## src/rtl/nsc_pkg.sv

```systemverilog
// nsc_pkg: shared constants and helpers for the nmea sentence checker
// character codes, offset limit and hex digit decoding; no dependencies
`default_nettype none

package nsc_pkg;

    // bit widths of the byte, offset and nibble fields
    localparam int unsigned BYTE_W   = 8;
    localparam int unsigned OFFSET_W = 7;
    localparam int unsigned NIBBLE_W = 4;

    // latest offset from the dollar sign at which the star may stand
    localparam logic [OFFSET_W-1:0] MAX_STAR_OFFSET = 7'd81;

    // header layout: five letters, then the comma at offset six
    localparam logic [OFFSET_W-1:0] HEAD_LETTERS = 7'd5;
    localparam logic [OFFSET_W-1:0] COMMA_OFFSET = 7'd6;

    // character codes
    localparam logic [BYTE_W-1:0] CH_DOLLAR    = 8'h24;
    localparam logic [BYTE_W-1:0] CH_STAR      = 8'h2a;
    localparam logic [BYTE_W-1:0] CH_COMMA     = 8'h2c;
    localparam logic [BYTE_W-1:0] CH_CR        = 8'h0d;
    localparam logic [BYTE_W-1:0] CH_LF        = 8'h0a;
    localparam logic [BYTE_W-1:0] CH_PRINT_LO  = 8'h20;
    localparam logic [BYTE_W-1:0] CH_PRINT_HI  = 8'h7e;
    localparam logic [BYTE_W-1:0] CH_UPPER_A   = 8'h41;
    localparam logic [BYTE_W-1:0] CH_UPPER_F   = 8'h46;
    localparam logic [BYTE_W-1:0] CH_UPPER_Z   = 8'h5a;
    localparam logic [BYTE_W-1:0] CH_LOWER_A   = 8'h61;
    localparam logic [BYTE_W-1:0] CH_LOWER_F   = 8'h66;
    localparam logic [BYTE_W-1:0] CH_DIGIT_0   = 8'h30;
    localparam logic [BYTE_W-1:0] CH_DIGIT_9   = 8'h39;

    // decoded hex digit with a valid flag
    typedef struct packed {
        logic                valid;
        logic [NIBBLE_W-1:0] value;
    } hex_digit_t;

    // value of an ascii hex digit in either case
    function automatic hex_digit_t hex_decode(input logic [BYTE_W-1:0] c);
        hex_digit_t d;
        logic [BYTE_W-1:0] diff;
        d    = '0;
        diff = '0;
        if (c >= CH_DIGIT_0 && c <= CH_DIGIT_9)
        begin
            diff    = c - CH_DIGIT_0;
            d.valid = 1'b1;
            d.value = diff[NIBBLE_W-1:0];
        end
        else if (c >= CH_UPPER_A && c <= CH_UPPER_F)
        begin
            diff    = c - CH_UPPER_A + 8'd10;
            d.valid = 1'b1;
            d.value = diff[NIBBLE_W-1:0];
        end
        else if (c >= CH_LOWER_A && c <= CH_LOWER_F)
        begin
            diff    = c - CH_LOWER_A + 8'd10;
            d.valid = 1'b1;
            d.value = diff[NIBBLE_W-1:0];
        end
        return d;
    endfunction

endpackage

`default_nettype wire

```

## src/rtl/nmea_sentence_checker_unit.sv

```systemverilog
// nmea_sentence_checker_unit: byte stream nmea 0183 sentence checker
// depends on nsc_pkg for character codes and hex decoding
// An input beat goes through the input register, then the result register.
// Throughput: one byte per cycle if unstalled; the input register and the
// result register each advance whenever the stage after them is free or
// being drained. Reset (rst_n low, asynchronous): both registers empty,
// match state in search, checksum and offset zero, found flag clear.
`default_nettype none

module nmea_sentence_checker_unit (
    input  wire logic                      clk,
    input  wire logic                      rst_n,
    input  wire logic                      s_axis_tvalid,
    output logic                           s_axis_tready,
    input  wire logic [nsc_pkg::BYTE_W-1:0] s_axis_tdata,  // [7:0] byte_in
    input  wire logic                      s_axis_tlast,   // buffer_end
    output logic                           m_axis_tvalid,
    input  wire logic                      m_axis_tready,
    output logic [7:0]                     m_axis_tdata    // [0] sentence_ok,
                                                           // [1] any_found
);
    import nsc_pkg::*;

    typedef enum logic [2:0] {
        PH_SEARCH = 3'd0,
        PH_HEAD   = 3'd1,
        PH_BODY   = 3'd2,
        PH_HEX_HI = 3'd3,
        PH_HEX_LO = 3'd4,
        PH_CR     = 3'd5,
        PH_LF     = 3'd6
    } phase_t;

    // input register
    logic              in_valid_reg;
    logic [BYTE_W-1:0] in_byte_reg;
    logic              in_last_reg;

    // result register
    logic              out_valid_reg;
    logic              out_ok_reg;
    logic              out_found_reg;

    // match state
    phase_t              phase_reg, phase_next;
    logic [OFFSET_W-1:0] offset_reg, offset_next;
    logic [BYTE_W-1:0]   xor_reg, xor_next;
    logic [NIBBLE_W-1:0] nibble_reg, nibble_next;
    logic                found_reg, found_next;

    logic                advance;
    logic                out_free;
    logic [OFFSET_W-1:0] offset_inc;
    logic                hit;
    logic                found_now;
    hex_digit_t          hex;

    // pipeline handshake
    assign out_free      = !out_valid_reg || m_axis_tready;
    assign advance       = in_valid_reg && out_free;
    assign s_axis_tready = !in_valid_reg || advance;

    assign m_axis_tvalid = out_valid_reg;
    assign m_axis_tdata  = {6'd0, out_found_reg, out_ok_reg};

    assign offset_inc = offset_reg + 7'd1;
    assign hex        = hex_decode(in_byte_reg);

    // per-byte match update
    always_comb
    begin
        phase_next  = phase_reg;
        offset_next = offset_reg;
        xor_next    = xor_reg;
        nibble_next = nibble_reg;
        hit         = 1'b0;
        if (in_byte_reg == CH_DOLLAR)
        begin
            phase_next  = PH_HEAD;
            offset_next = '0;
            xor_next    = '0;
            nibble_next = '0;
        end
        else
        begin
            // default abandons; arms that keep the candidate override
            phase_next  = PH_SEARCH;
            offset_next = '0;
            xor_next    = '0;
            nibble_next = '0;
            case (phase_reg)
                PH_HEAD:
                begin
                    if (offset_inc <= HEAD_LETTERS && in_byte_reg >= CH_UPPER_A
                        && in_byte_reg <= CH_UPPER_Z)
                    begin
                        phase_next  = PH_HEAD;
                        offset_next = offset_inc;
                        xor_next    = xor_reg ^ in_byte_reg;
                    end
                    else if (offset_inc == COMMA_OFFSET && in_byte_reg == CH_COMMA)
                    begin
                        phase_next  = PH_BODY;
                        offset_next = offset_inc;
                        xor_next    = xor_reg ^ in_byte_reg;
                    end
                end
                PH_BODY:
                begin
                    if (in_byte_reg == CH_STAR)
                    begin
                        if (offset_inc <= MAX_STAR_OFFSET)
                        begin
                            phase_next  = PH_HEX_HI;
                            offset_next = offset_reg;
                            xor_next    = xor_reg;
                        end
                    end
                    else if (in_byte_reg >= CH_PRINT_LO && in_byte_reg <= CH_PRINT_HI
                             && offset_inc < MAX_STAR_OFFSET)
                    begin
                        phase_next  = PH_BODY;
                        offset_next = offset_inc;
                        xor_next    = xor_reg ^ in_byte_reg;
                    end
                end
                PH_HEX_HI:
                begin
                    if (hex.valid)
                    begin
                        phase_next  = PH_HEX_LO;
                        offset_next = offset_reg;
                        xor_next    = xor_reg;
                        nibble_next = hex.value;
                    end
                end
                PH_HEX_LO:
                begin
                    if (hex.valid && xor_reg == {nibble_reg, hex.value})
                    begin
                        phase_next  = PH_CR;
                        offset_next = offset_reg;
                        xor_next    = xor_reg;
                        nibble_next = nibble_reg;
                    end
                end
                PH_CR:
                begin
                    if (in_byte_reg == CH_CR)
                    begin
                        phase_next  = PH_LF;
                        offset_next = offset_reg;
                        xor_next    = xor_reg;
                        nibble_next = nibble_reg;
                    end
                end
                PH_LF:
                begin
                    hit = (in_byte_reg == CH_LF);
                end
                default:
                begin
                    phase_next = PH_SEARCH;
                end
            endcase
        end

        found_now  = found_reg || hit;
        found_next = found_now;

        // end of buffer drops the candidate and the found flag
        if (in_last_reg)
        begin
            phase_next  = PH_SEARCH;
            offset_next = '0;
            xor_next    = '0;
            nibble_next = '0;
            found_next  = 1'b0;
        end
    end

    // control and match state
    always_ff @(posedge clk or negedge rst_n)
    begin
        if (!rst_n)
        begin
            in_valid_reg  <= 1'b0;
            out_valid_reg <= 1'b0;
            phase_reg     <= PH_SEARCH;
            offset_reg    <= '0;
            xor_reg       <= '0;
            nibble_reg    <= '0;
            found_reg     <= 1'b0;
        end
        else
        begin
            if (s_axis_tready)
            begin
                in_valid_reg <= s_axis_tvalid;
            end
            if (out_free)
            begin
                out_valid_reg <= in_valid_reg;
            end
            if (advance)
            begin
                phase_reg  <= phase_next;
                offset_reg <= offset_next;
                xor_reg    <= xor_next;
                nibble_reg <= nibble_next;
                found_reg  <= found_next;
            end
        end
    end

    // payload registers
    always_ff @(posedge clk)
    begin
        if (s_axis_tready && s_axis_tvalid)
        begin
            in_byte_reg <= s_axis_tdata;
            in_last_reg <= s_axis_tlast;
        end
        if (advance)
        begin
            out_ok_reg    <= hit;
            out_found_reg <= found_now;
        end
    end

    // a completed sentence always reports found
    assert property (@(posedge clk) disable iff (!rst_n)
        out_valid_reg && out_ok_reg |-> out_found_reg)
        else $error("sentence pulse without found flag");

    // last beat of a buffer clears the found flag
    assert property (@(posedge clk) disable iff (!rst_n)
        advance && in_last_reg |=> !found_reg && phase_reg == PH_SEARCH)
        else $error("buffer end did not clear match state");

    // search phase carries no partial checksum
    assert property (@(posedge clk) disable iff (!rst_n)
        phase_reg == PH_SEARCH |-> offset_reg == '0 && xor_reg == '0)
        else $error("stale offset or checksum while searching");

    // offset never reaches the star limit
    assert property (@(posedge clk) disable iff (!rst_n)
        offset_reg < MAX_STAR_OFFSET)
        else $error("offset beyond star limit");

    // a byte moved out of the input register shows up as a result
    assert property (@(posedge clk) disable iff (!rst_n)
        advance |=> out_valid_reg)
        else $error("result beat lost");

endmodule

`default_nettype wire

```

## config.mk

```make
export PLATFORM = sky130hd
export DESIGN_NAME = nmea_sentence_checker_unit
export DESIGN_NICKNAME = d
export VERILOG_FILES = /design/src/rtl/nsc_pkg.sv /design/src/rtl/nmea_sentence_checker_unit.sv
export SDC_FILE = /design/constraint.sdc
export NUM_CORES = 1
export LEC_CHECK = 0
export BUFFER_PORTS_ARGS = -buffer_cell sky130_fd_sc_hd__buf_4
export CORE_MARGIN = 2
export CORE_UTILIZATION = 47
export CTS_CLUSTER_SIZE = 14
export DETAILED_ROUTE_END_ITERATION = 12
export PLACE_DENSITY = 0.62
export SLEW_MARGIN = 0
export SYNTH_ARGS = -nofsm -noshare
export SYNTH_HDL_FRONTEND = slang
export SYNTH_SLANG_ARGS = --single-unit
```

## constraint.sdc

```tcl
create_clock -name clk -period 4.45 [get_ports clk]
set_input_delay 0.6675 -clock clk [delete_from_list [all_inputs] [get_ports clk]]
set_output_delay 0.6675 -clock clk [all_outputs]
set_load 0.005 [all_outputs]
```

==> impl_metrics.yaml <==
status:
  status: "finished, final reports clean"
timing:
  setup_slack_ns: 1.12
  fin_skew_ns: 0.00554
  hold_viol: 0
  period_needed_ns: 3.33
  setup_viol: 0
  rsz0062_at_grt: "false"
  finalCritPeriodShare: 0.749
  slew_headroom: 0.624
  setup-tns-final_ns: 0
  slew_violations: 0
  fmax_ghz: 0.300
  worst_slew_pin_slew_ns: 0.564
drt:
  drtIter0Drc: 153
  ant_nets: 0
  first_pass_iters: 4
  drt-wirelength-per-cell_um: 17.2
  drc_errors: 0
  num_vias: 2011
  routed_wl_mm: 5.83
  vias_per_cell: 5.93
floorplanning:
  die_y_um: 78.9
  start_util: 0.482
  rows: 27
  io_pins: 23
  core-area_sq_um: 5470
  dieArea_sq_um: 6230
  die_w_um: 78.9
pwr:
  clockPowerShare: 0.386
  power_switching_mw: 0.173
  power_frac_comb: 0.105
  powerDensity_nw_per_um2: 264
  power_mw: 0.722
  power.leakage_nw: 1.22
  swShare: 0.240
  p_int_mw: 0.548
  vdd_drop_max_mv: 0.187
  pwr-share-seq: 0.509
synthesis:
  yosysMostFrequentCell: "dfrtp_1"
  netlist_area_sq_um: 2640
  synthFlopType: "dfrtp_1"
  synthTopCellsByCount: "dfrtp_1, nor3_1, nand2_1, nor2_1"
  synth_top_area_frac: 0.237
  yosysWarningCount: 0
  yosysTopAreaCell: "dfrtp_1"
  ys_ff_latch: 36
  syn_inst: 265
  yosysUniqueCellTypes: 72
  synthTopCellsByArea: "dfrtp_1, edfxtp_1, buf_6, ha_1, nor3_1"
  synth_edf_count: 11
  ys_seq_area_frac: 0.362
  syn-mean-instance-area_sq_um: 9.95
  async_reset_ff_frac: 0.694
critical_path:
  worstPathCellList: "ha_1 > nand3_1 > xor2_1 > a2111oi_2 > nor3_1 > o21ai_1 > and3_1 > o21ai_4 > a221o_1"
  crit_arrival_ns: 3.50
  crit_fanout: 13
  worstSetupEndpointType: "register"
  crit_slowest_cell: "dfrtp_1"
  cpLargestDelayFamily: "compound AO/OA/AOI/OAI gates"
  path_class: "reg2reg"
  cp.required_ns: 4.62
  start_kind: "register"
  cp.buffers_inverters: 0
  cpPeakStageDelay_ns: 0.59
layout:
  areaGrowthSynthToFinish_pct: 3.65
  drive_gt1_frac: 0.161
  seqCellArea_sq_um: 956
  design_area_sq_um: 2730
  fillers: 519
  multiInputGateArea_sq_um: 1420
  insertedDiodeCount: 0
  final_nets: 287
clock_tree:
  cts_buffers: 5
  post-cts-setup-buffers: 0
  clkLatencyLatePin_ns: 0.28
  cts_num_sinks: 36
  clock_path_buffers: 2
  cts_hold_buf: 0
  htree_levels: 2
  clk_pin_slew_ns: 0.07
  clock-root-buffer: "clkbuf_8"
  cts_tree: "built"
  cts-resized-gates: 0
global_routing:
  grt_pass1_vias: 1937
  grt_overflow: 0
  grt_start_max_net_pins: 26
  grt_antenna_before_repair: 0
  grt_use_total: 0.197
  grt_pass1_wl_mm: 9.58
placement:
  globalplace.congestion: 0.936
  dpl_cell_area_sq_um: 2630
  dpl.hpwl_mm: 4.22
  place_ws_ns: 1.14
  numPortBuffers: 16
hold_path:
  min_path_type: "in2async"
flow_run:
  max-cap-violations: 0
[kinds of logic after synthesis]
logic type                 after synthesis  share of synthesized area
xor gates and xnor gates                14                     0.0517
other                                    1                    0.00142
buffers and inverters                   38                      0.107
DFF                                     36                      0.362
adders and majority gates                8                     0.0380
and+or+nand+nor                        103                      0.239
AOI/OAI and AO/OA                       64                      0.197
muxes                                    1                    0.00380
[placed cells by master (no fill, tap or decap), types with 9 or more instances in the layout]
cell,netlist,final
a21o_1,10,10
buf_4,8,16
dfrtp_1,25,25
edfxtp_1,11,11
inv_1,11,11
nand2_1,16,16
nor2_1,13,13
nor3_1,20,20
xor2_1,9,9
[path summary, 6_finish.rpt]
path                            endpoint  cells after the start  slack (ns)     startpoint
min in group clk           m_axis_tvalid                      1        0.50   in_valid_reg
hold / removal                xor_reg[0]                      1        0.28          rst_n
setup reg to reg           offset_reg[6]                      9        1.12  offset_reg[0]
hold reg to reg            m_axis_tvalid                      1        0.50   in_valid_reg
setup / recovery           offset_reg[6]                      9        1.12  offset_reg[0]
max in group asynchronous     xor_reg[3]                      1        3.90          rst_n
[area by class of cell]
class,count,share of cell area
clock buffer,6,0.0265
clock inverter,2,0.0128
inverter,11,0.0151
multi-input combinational,196,0.519
sequential,36,0.350
tap,72,0.0330
timing repair buffer,16,0.0439
[metal layers]
| metal | wire, um | part of all wire | global-route usage |
|---|---|---|---|
| met2 | 2780 | 0.48 | 0.326 |
| met4 | 65 | 0.011 | 0.0552 |
| met1 | 2780 | 0.48 | 0.268 |
| met3 | 206 | 0.035 | 0.0330 |
| met5 | 0 | 0 | 0 |
[worst reg2reg max path: stages (launching register included)]
cell       delay [ns]
dfrtp_1          0.59
ha_1             0.50
nand3_1          0.23
xor2_1           0.22
a2111oi_2        0.35
nor3_1           0.11
o21ai_1          0.23
and3_1           0.45
o21ai_4          0.16
a221o_1          0.39
[power by group through the flow]
stage	Sequential (mW)	Clock [mW]	Combinational, mW
CTS	0.367	0.288	0.0758
floorplan	0.364	0	0.0608
global placement	0.374	0	0.0756
global route	0.369	0.305	0.0829
finish	0.367	0.279	0.0755
detailed placement	0.373	0	0.0756
[metrics by stage]
step	utilization	hold slack, ns	std cells
floorplan	-	0.372	270
global placement	0.480	0.478	331
detailed placement	0.480	0.484	331
CTS	0.500	0.297	339
global route	0.500	0.308	339
finish	0.500	0.282	339
(Power assumes the default switching activity.)
